## src/design/mmd_pkg.sv

```systemverilog
// ----------------------------------------------------------------------------
// mmd_pkg
// Types and constants of the multi-level min/max decimator.
// ----------------------------------------------------------------------------
package mmd_pkg;

    localparam int SAMPLE_BITS   = 16;
    localparam int LEVEL_W       = 2;
    localparam int BUCKET_NUM_W  = 24;
    localparam int FILL_W        = 16;
    localparam int SIZE_W        = 17;
    localparam int NUM_REGS      = 4;
    localparam int CFG_INDEX_W   = 3;
    localparam int QUEUE_DEPTH   = 2;

    localparam logic [SIZE_W-1:0] MAX_BUCKET = SIZE_W'(65536);
    localparam logic [SIZE_W-1:0] MIN_BUCKET = SIZE_W'(1);

    localparam logic [SIZE_W-1:0] SIZE_RESET [NUM_REGS] = '{
        SIZE_W'(64), SIZE_W'(256), SIZE_W'(1024), SIZE_W'(4096)
    };

    typedef struct packed {
        logic signed [SAMPLE_BITS-1:0] sample;
        logic                          end_of_stream;
    } t_in_word;

    typedef struct packed {
        logic        [LEVEL_W-1:0]      level;
        logic        [BUCKET_NUM_W-1:0] bucket_number;
        logic signed [SAMPLE_BITS-1:0]  bucket_min;
        logic        [SAMPLE_BITS-2:0]  bucket_max;
        logic                           last_of_run;
    } t_out_word;

    typedef struct packed {
        logic        [BUCKET_NUM_W-1:0] bucket_number;
        logic signed [SAMPLE_BITS-1:0]  bucket_min;
        logic        [SAMPLE_BITS-2:0]  bucket_max;
    } t_level_result;

    typedef struct packed {
        logic full;
        logic empty;
    } t_q_status;

endpackage

```

## src/design/multi_level_min_max_decimator_unit.sv

```systemverilog
// ----------------------------------------------------------------------------
// multi_level_min_max_decimator_unit
// Min/max overview of a sample stream at several zoom levels in parallel.
//
//   Channel   Direction  Handshake                 Payload
//   in        input      i_in_valid / o_in_ready   i_in_word  (t_in_word)
//   out       output     o_out_valid / i_out_ready o_out_word (t_out_word)
//   cfg       input      i_cfg_we                  i_cfg_index, i_cfg_data
//
// One sample is taken per cycle while the queue is not full; all levels update in the same cycle.
// A sample that closes k buckets gives k result words, which the output register
// issues one word per cycle while the output is not stalled.
// A two-entry queue separates the level update from the result issue.
// Synchronous reset restores the reset bucket sizes and clears all levels.
// A stalled output stops intake only once the queue is full.
// ----------------------------------------------------------------------------
module multi_level_min_max_decimator_unit
    import mmd_pkg::*;
#(
    parameter int NUM_LEVELS = 4
) (
    input  logic                   i_clk,
    input  logic                   i_rst_n,
    input  logic                   i_cfg_we,
    input  logic [CFG_INDEX_W-1:0] i_cfg_index,
    input  logic [SIZE_W-1:0]      i_cfg_data,
    input  logic                   i_in_valid,
    output logic                   o_in_ready,
    input  t_in_word               i_in_word,
    output logic                   o_out_valid,
    input  logic                   i_out_ready,
    output t_out_word              o_out_word
);

    localparam int ENTRY_W = NUM_LEVELS * ($bits(t_level_result) + 1);

    logic                            fire;
    logic                            push;
    logic                            pop;
    logic [NUM_LEVELS-1:0]           front_mask;
    t_level_result [NUM_LEVELS-1:0]  front_results;
    logic [NUM_LEVELS-1:0]           head_mask;
    t_level_result [NUM_LEVELS-1:0]  head_results;
    logic [ENTRY_W-1:0]              head;
    t_q_status                       q_status;

    assign o_in_ready = !q_status.full;
    assign fire       = i_in_valid && o_in_ready;

    mmd_front #(.NUM_LEVELS(NUM_LEVELS)) u_front (
        .i_clk       (i_clk),
        .i_rst_n     (i_rst_n),
        .i_cfg_we    (i_cfg_we),
        .i_cfg_index (i_cfg_index),
        .i_cfg_data  (i_cfg_data),
        .i_fire      (fire),
        .i_word      (i_in_word),
        .o_push      (push),
        .o_mask      (front_mask),
        .o_results   (front_results)
    );

    mmd_queue #(.WIDTH(ENTRY_W)) u_queue (
        .i_clk    (i_clk),
        .i_rst_n  (i_rst_n),
        .i_push   (push),
        .i_data   ({front_mask, front_results}),
        .i_pop    (pop),
        .o_head   (head),
        .o_status (q_status)
    );

    assign {head_mask, head_results} = head;

    mmd_back #(.NUM_LEVELS(NUM_LEVELS)) u_back (
        .i_clk       (i_clk),
        .i_rst_n     (i_rst_n),
        .i_mask      (head_mask),
        .i_results   (head_results),
        .i_status    (q_status),
        .o_pop       (pop),
        .o_out_valid (o_out_valid),
        .i_out_ready (i_out_ready),
        .o_out_word  (o_out_word)
    );

endmodule

```

## src/design/mmd_front.sv

```systemverilog
// ----------------------------------------------------------------------------
// mmd_front
// Bucket size registers and per-level running state; classifies each sample
// into the set of levels whose bucket closes.
// ----------------------------------------------------------------------------
module mmd_front
    import mmd_pkg::*;
#(
    parameter int NUM_LEVELS = 4
) (
    input  logic                             i_clk,
    input  logic                             i_rst_n,
    input  logic                             i_cfg_we,
    input  logic [CFG_INDEX_W-1:0]           i_cfg_index,
    input  logic [SIZE_W-1:0]                i_cfg_data,
    input  logic                             i_fire,
    input  t_in_word                         i_word,
    output logic                             o_push,
    output logic [NUM_LEVELS-1:0]            o_mask,
    output t_level_result [NUM_LEVELS-1:0]   o_results
);

    function automatic logic [SIZE_W-1:0] effective_size(input logic [SIZE_W-1:0] d);
        logic [SIZE_W-1:0] s;
        s = d;
        if (d == '0) begin
            s = MIN_BUCKET;
        end else if (d > MAX_BUCKET) begin
            s = MAX_BUCKET;
        end
        return s;
    endfunction

    logic [SIZE_W-1:0] r_size [NUM_REGS];

    always_ff @(posedge i_clk) begin
        if (!i_rst_n) begin
            for (int k = 0; k < NUM_REGS; k++) begin
                r_size[k] <= SIZE_RESET[k];
            end
        end else if (i_cfg_we && (i_cfg_index < CFG_INDEX_W'(NUM_REGS))) begin
            r_size[i_cfg_index[$clog2(NUM_REGS)-1:0]] <= effective_size(i_cfg_data);
        end
    end

    for (genvar g = 0; g < NUM_LEVELS; g++) begin : g_level
        localparam int REG_IDX = (g < NUM_REGS) ? g : NUM_REGS - 1;

        logic        [FILL_W-1:0]       r_fill;
        logic signed [SAMPLE_BITS-1:0]  r_min;
        logic        [SAMPLE_BITS-2:0]  r_max;
        logic        [BUCKET_NUM_W-1:0] r_count;

        logic signed [SAMPLE_BITS-1:0]  max_ext;
        logic signed [SAMPLE_BITS-1:0]  n_min;
        logic        [SAMPLE_BITS-2:0]  n_max;
        logic        [SIZE_W-1:0]       fill_inc;
        logic                           close;

        always_comb begin
            max_ext  = $signed({1'b0, r_max});
            n_min    = (i_word.sample < r_min) ? i_word.sample : r_min;
            n_max    = (i_word.sample > max_ext) ? i_word.sample[SAMPLE_BITS-2:0] : r_max;
            fill_inc = {1'b0, r_fill} + SIZE_W'(1);
            close    = (fill_inc >= r_size[REG_IDX]) || i_word.end_of_stream;
        end

        assign o_mask[g]                   = close;
        assign o_results[g].bucket_number  = r_count;
        assign o_results[g].bucket_min     = n_min;
        assign o_results[g].bucket_max     = n_max;

        always_ff @(posedge i_clk) begin
            if (!i_rst_n) begin
                r_fill  <= '0;
                r_min   <= '0;
                r_max   <= '0;
                r_count <= '0;
            end else if (i_fire) begin
                if (close) begin
                    r_fill  <= '0;
                    r_min   <= '0;
                    r_max   <= '0;
                    r_count <= i_word.end_of_stream ? '0 : r_count + BUCKET_NUM_W'(1);
                end else begin
                    r_fill  <= fill_inc[FILL_W-1:0];
                    r_min   <= n_min;
                    r_max   <= n_max;
                end
            end
        end
    end

    assign o_push = i_fire && (|o_mask);

endmodule

```

## src/design/mmd_queue.sv

```systemverilog
// ----------------------------------------------------------------------------
// mmd_queue
// Short first-in first-out queue of closed-bucket sets between front and back.
// ----------------------------------------------------------------------------
module mmd_queue
    import mmd_pkg::*;
#(
    parameter int WIDTH = 8
) (
    input  logic             i_clk,
    input  logic             i_rst_n,
    input  logic             i_push,
    input  logic [WIDTH-1:0] i_data,
    input  logic             i_pop,
    output logic [WIDTH-1:0] o_head,
    output t_q_status        o_status
);

    localparam int PTR_W   = (QUEUE_DEPTH > 1) ? $clog2(QUEUE_DEPTH) : 1;
    localparam int COUNT_W = $clog2(QUEUE_DEPTH + 1);

    logic [WIDTH-1:0]   r_mem [QUEUE_DEPTH];
    logic [PTR_W-1:0]   r_wr_ptr;
    logic [PTR_W-1:0]   r_rd_ptr;
    logic [COUNT_W-1:0] r_count;

    function automatic logic [PTR_W-1:0] next_ptr(input logic [PTR_W-1:0] p);
        return (p == PTR_W'(QUEUE_DEPTH - 1)) ? '0 : p + PTR_W'(1);
    endfunction

    always_ff @(posedge i_clk) begin
        if (!i_rst_n) begin
            r_wr_ptr <= '0;
            r_rd_ptr <= '0;
            r_count  <= '0;
        end else begin
            if (i_push) begin
                r_wr_ptr <= next_ptr(r_wr_ptr);
            end
            if (i_pop) begin
                r_rd_ptr <= next_ptr(r_rd_ptr);
            end
            if (i_push && !i_pop) begin
                r_count <= r_count + COUNT_W'(1);
            end else if (i_pop && !i_push) begin
                r_count <= r_count - COUNT_W'(1);
            end
        end
    end

    always_ff @(posedge i_clk) begin
        if (i_push) begin
            r_mem[r_wr_ptr] <= i_data;
        end
    end

    assign o_head         = r_mem[r_rd_ptr];
    assign o_status.full  = (r_count == COUNT_W'(QUEUE_DEPTH));
    assign o_status.empty = (r_count == '0);

endmodule

```

## src/design/mmd_back.sv

```systemverilog
// ----------------------------------------------------------------------------
// mmd_back
// Walks the closed levels of the queue head in ascending order and issues one
// result word per cycle through the output register while the output is not stalled.
// ----------------------------------------------------------------------------
module mmd_back
    import mmd_pkg::*;
#(
    parameter int NUM_LEVELS = 4
) (
    input  logic                             i_clk,
    input  logic                             i_rst_n,
    input  logic [NUM_LEVELS-1:0]            i_mask,
    input  t_level_result [NUM_LEVELS-1:0]   i_results,
    input  t_q_status                        i_status,
    output logic                             o_pop,
    output logic                             o_out_valid,
    input  logic                             i_out_ready,
    output t_out_word                        o_out_word
);

    logic [NUM_LEVELS-1:0] r_sent;
    logic                  r_out_valid;
    t_out_word             r_out_word;

    logic                  load;
    logic [NUM_LEVELS-1:0] pending;
    logic [NUM_LEVELS-1:0] sel_bit;
    logic [NUM_LEVELS-1:0] rest;
    logic [LEVEL_W-1:0]    sel_level;
    t_level_result         sel_result;

    always_comb begin
        load       = !r_out_valid || i_out_ready;
        pending    = i_mask & ~r_sent & {NUM_LEVELS{!i_status.empty}};
        sel_bit    = '0;
        sel_level  = '0;
        sel_result = i_results[0];
        for (int i = NUM_LEVELS - 1; i >= 0; i--) begin
            if (pending[i]) begin
                sel_bit    = NUM_LEVELS'(1) << i;
                sel_level  = LEVEL_W'(i);
                sel_result = i_results[i];
            end
        end
        rest  = pending & ~sel_bit;
        o_pop = load && (|pending) && (rest == '0);
    end

    always_ff @(posedge i_clk) begin
        if (!i_rst_n) begin
            r_sent      <= '0;
            r_out_valid <= 1'b0;
        end else if (load) begin
            r_out_valid <= |pending;
            if (o_pop) begin
                r_sent <= '0;
            end else if (|pending) begin
                r_sent <= r_sent | sel_bit;
            end
        end
    end

    always_ff @(posedge i_clk) begin
        if (load && (|pending)) begin
            r_out_word.level         <= sel_level;
            r_out_word.bucket_number <= sel_result.bucket_number;
            r_out_word.bucket_min    <= sel_result.bucket_min;
            r_out_word.bucket_max    <= sel_result.bucket_max;
            r_out_word.last_of_run   <= (rest == '0);
        end
    end

    assign o_out_valid = r_out_valid;
    assign o_out_word  = r_out_word;

endmodule

```

## config.mk

```make
export PLATFORM = sky130hd
export DESIGN_NAME = multi_level_min_max_decimator_unit
export DESIGN_NICKNAME = d
export VERILOG_FILES = /design/src/design/mmd_pkg.sv /design/src/design/multi_level_min_max_decimator_unit.sv /design/src/design/mmd_front.sv /design/src/design/mmd_queue.sv /design/src/design/mmd_back.sv
export SDC_FILE = /design/constraint.sdc
export NUM_CORES = 1
export LEC_CHECK = 0
export BUFFER_PORTS_ARGS = -buffer_cell sky130_fd_sc_hd__buf_2
export CAP_MARGIN = 20
export CORE_MARGIN = 2
export CORE_UTILIZATION = 25
export CTS_CLUSTER_DIAMETER = 150
export DETAILED_ROUTE_END_ITERATION = 10
export PLACE_DENSITY = 0.39
export SYNTH_ARGS = -nofsm -noshare
export SYNTH_HDL_FRONTEND = slang
export SYNTH_SLANG_ARGS = --single-unit
```

## constraint.sdc

```tcl
create_clock -name i_clk -period 16.4 [get_ports i_clk]
set_clock_uncertainty 0.2 [all_clocks]
set_input_delay 1.64 -clock i_clk [delete_from_list [all_inputs] [get_ports i_clk]]
set_output_delay 1.64 -clock i_clk [all_outputs]
set_load 0.005 [all_outputs]
```

==> qor.txt <==
Worst-Margin Slew = 1.09 ns
Netlist cell types = 68
Status = finished, final reports clean
Synthesized flop and latch total = 868
Detailed Route WL = 121 mm
Drt wl/cell = 21.3 µm
Top FF cell, synth = edfxtp_1
Initial Utilization = 25.2%
Routability cong. = 0.763
Util after Layout = 29.4%
F_max = 140 MHz
Top-count cell post-synth = edfxtp_1
Drt pass-1 iters = 5
Via density per instance = 4.70
Die footprint = 0.164 mm²
Share of cells above drive strength 1 = 12.2%
Number of global-route vias before repair = 26400
Area grow syn2layout = 16.5%
Avg Cell Area, Syn = 11.6 µm²
Hold Path Origin = u_front.g_level[2].r_count[15]
Setup crit start = u_front.g_level[1].r_fill[0]
Max-cap violation count = 0
# rows = 146
Pwr Density = 143 mW/mm²
DRC Markers = 0
Clk buf depth = 3
Gr ovfl total = 0
Critical path arrival = 7.28 ns
Fin. Hold Viols = 0
Post-Synthesis Cells = 3465
CTS Buf Count = 105
Routed Antenna Nets = 0
Initial antenna violation count = 4
Worst Path Required = 16.54 ns
Fin nets = 3784
Synth Cell Area = 0.0401 mm²
Slew Limit Fails = 0
Slew headroom = 26.5%
Largest net degree at the start of global routing = 150
Yosys warns = 0
CTS root buf = clkbuf_16
Peak VDD IR = 94.6 µV
Leak Pwr = 16.6 nW
Final setup TNS = 0 ns
Worst-path fanout max = 149
Final worst-path cycle share = 43.5%
Final min period = 7.14 ns
Core Area = 0.159 mm²
Post-CTS sizing = 0
Clock Sinks = 868
Hold Path Class = reg2reg
CP Class = reg2reg
Setup Viol. Count Final = 0
RSZ-0062 raised after global routing = no
First-pass GRT wire length = 180 mm
CTS tree = done
Asr flop ratio synth = 0%
Total Power = 0.00668 W
Post-DP HPWL = 77.8 mm
Non-filler cells, final = 5709
Clock transition at the registers of the reported paths = 0.06 ns
Commonest cells post-synth = 574 x edfxtp_1, 294 x dfxtp_1, 269 x nand2_1
Initial DRC count = 1655
Synth top area share = 43.0%
Worst R2R Start = u_front.g_level[1].r_fill[0]
I/O Pins = 102
Via Count = 26800
CP Launch Type = flip-flop
Synth top area cells = edfxtp_1 43%, dfxtp_1 15%, ha_1 6.1%, mux2i_1 3.6%, nand2_1 2.5%
Gr usage total = 14.7%
H-tree levels = 3
Die width = 405 µm
DP Cell Count = 5510
Sequential area share after synthesis = 57.6%
# Post-CTS Setup Buffers = 0
Post-synth EDFFs = 574
Die height = 405 µm
Synth Net Count = 3704
Port buffer count = 101
Hold-fix buffers, CTS = 0
Cell taking the most area after synthesis = edfxtp_1
CP endpoint kind = flip-flop
Worst-skew pair later-pin latency = 0.74 ns
-- final cells by class --
cell class,instances,area [µm²]
antenna,2,5.00
clock buffer,143,2900
clock inverter,54,713
fill,16300,112000
inverter,222,833
multi-input combinational,2183,15500
sequential,868,23100
tap,2072,2590
timing repair buffer,165,1020
-- flip-flops by register name, indices dropped and copies added (netlist names), named ones only --
register	cells
u_back.o_out_valid	1
u_back.o_out_word	58
u_back.r_sent	4
u_front.g_level.r_count	96
u_front.g_level.r_fill	64
u_front.g_level.r_max	60
u_front.g_level.r_min	64
u_front.r_size	68
u_queue.r_count	2
u_queue.r_mem	448
u_queue.r_rd_ptr	1
u_queue.r_wr_ptr	1
-- cell usage in the layout, fill, tap and decap left out, drive strengths merged, types with 13 or more instances in the layout --
cell and instances:
xor2 60, a21oi 123, nand3b 20, a32o 30
o221ai 56, or3 31, a22o 32, mux2 77
ha 197, nor2b 52, mux2i 143, a21o 38
nor4 20, nor3 54, nand2b 14, bufinv 13
a21boi 41, dfxtp 294, xnor2 73, nor2 196
inv 226, o21ai 166, clkinv 36, and2 30
edfxtp 574, o21a 22, a22oi 69, nand4 64
a221oi 38, and3 47, o2bb2ai 30, nand3 80
clkbuf 143, o22ai 23, nand2 269, a32oi 15
buf 165
-- worst max-delay path: stages, from the launching register on --
cell and delay (ns):
dfxtp_1 0.44, ha_1 0.27, and3_1 0.25, and3_1 0.24
and3_1 0.30, and3_1 0.27, and3_1 0.26, xor2_1 0.09
ha_1 0.32, nand4_1 0.12, nor2_1 0.16, inv_1 0.05
o311ai_1 0.60, nor2_2 0.27, a41oi_1 0.55, nor2b_4 0.61
buf_12 0.70, buf_4 0.82
-- final timing paths --
| kind | end | slack, ns | depth (start not counted) |
|---|---|---|---|
| setup / recovery | u_queue.r_mem[0][195] | 9.26 | 17 |
| hold / removal | u_queue.r_mem[0][156] | 0.26 | 0 |
| setup reg to reg | u_queue.r_mem[0][195] | 9.26 | 17 |
| hold reg to reg | u_queue.r_mem[0][156] | 0.26 | 0 |
-- power by group --
group | switching [W] | internal (W)
registers | 0.0000807 | 0.00267
logic | 0.00104 | 0.000451
clock network | 0.000978 | 0.00145
-- kinds of logic after synthesis --
kind of cell | count (synthesis) | synth area share, %
AO/OA/AOI/OAI | 726 | 12.6
XOR/XNOR | 133 | 2.90
adder cells (fa/ha/maj) | 197 | 6.15
buffers and inverters | 414 | 3.95
flip-flops | 868 | 57.6
multiplexers | 220 | 5.73
AND/OR/NAND/NOR | 907 | 11.1
-- layer usage --
| layer | track usage [%] | part of all wire, % | vias to the layer above | wire length (µm) |
|---|---|---|---|---|
| li1 | - | - | 13000 | - |
| met3 | 2.45 | 3.8 | 149 | 4670 |
| met4 | 3.57 | 2.1 | 2 | 2590 |
| met2 | 23.3 | 45 | 447 | 55000 |
| met1 | 20.7 | 49 | 13200 | 59100 |
| met5 | 0 | 0.0099 | - | 12 |
-- metrics by stage --
step | setup WS (ns) | cell area (µm²) | hold slack, ns
2_1_floorplan | 2.05 | 40100 | 0.226
3_3_place_gp | 9.40 | 43100 | 0.237
3_5_place_dp | 9.21 | 43100 | 0.244
4_1_cts | 9.20 | 46700 | 0.260
5_1_grt | 8.73 | 46700 | 0.278
6_report | 9.26 | 46700 | 0.258
Note: power is estimated with default switching activity, not from simulation.
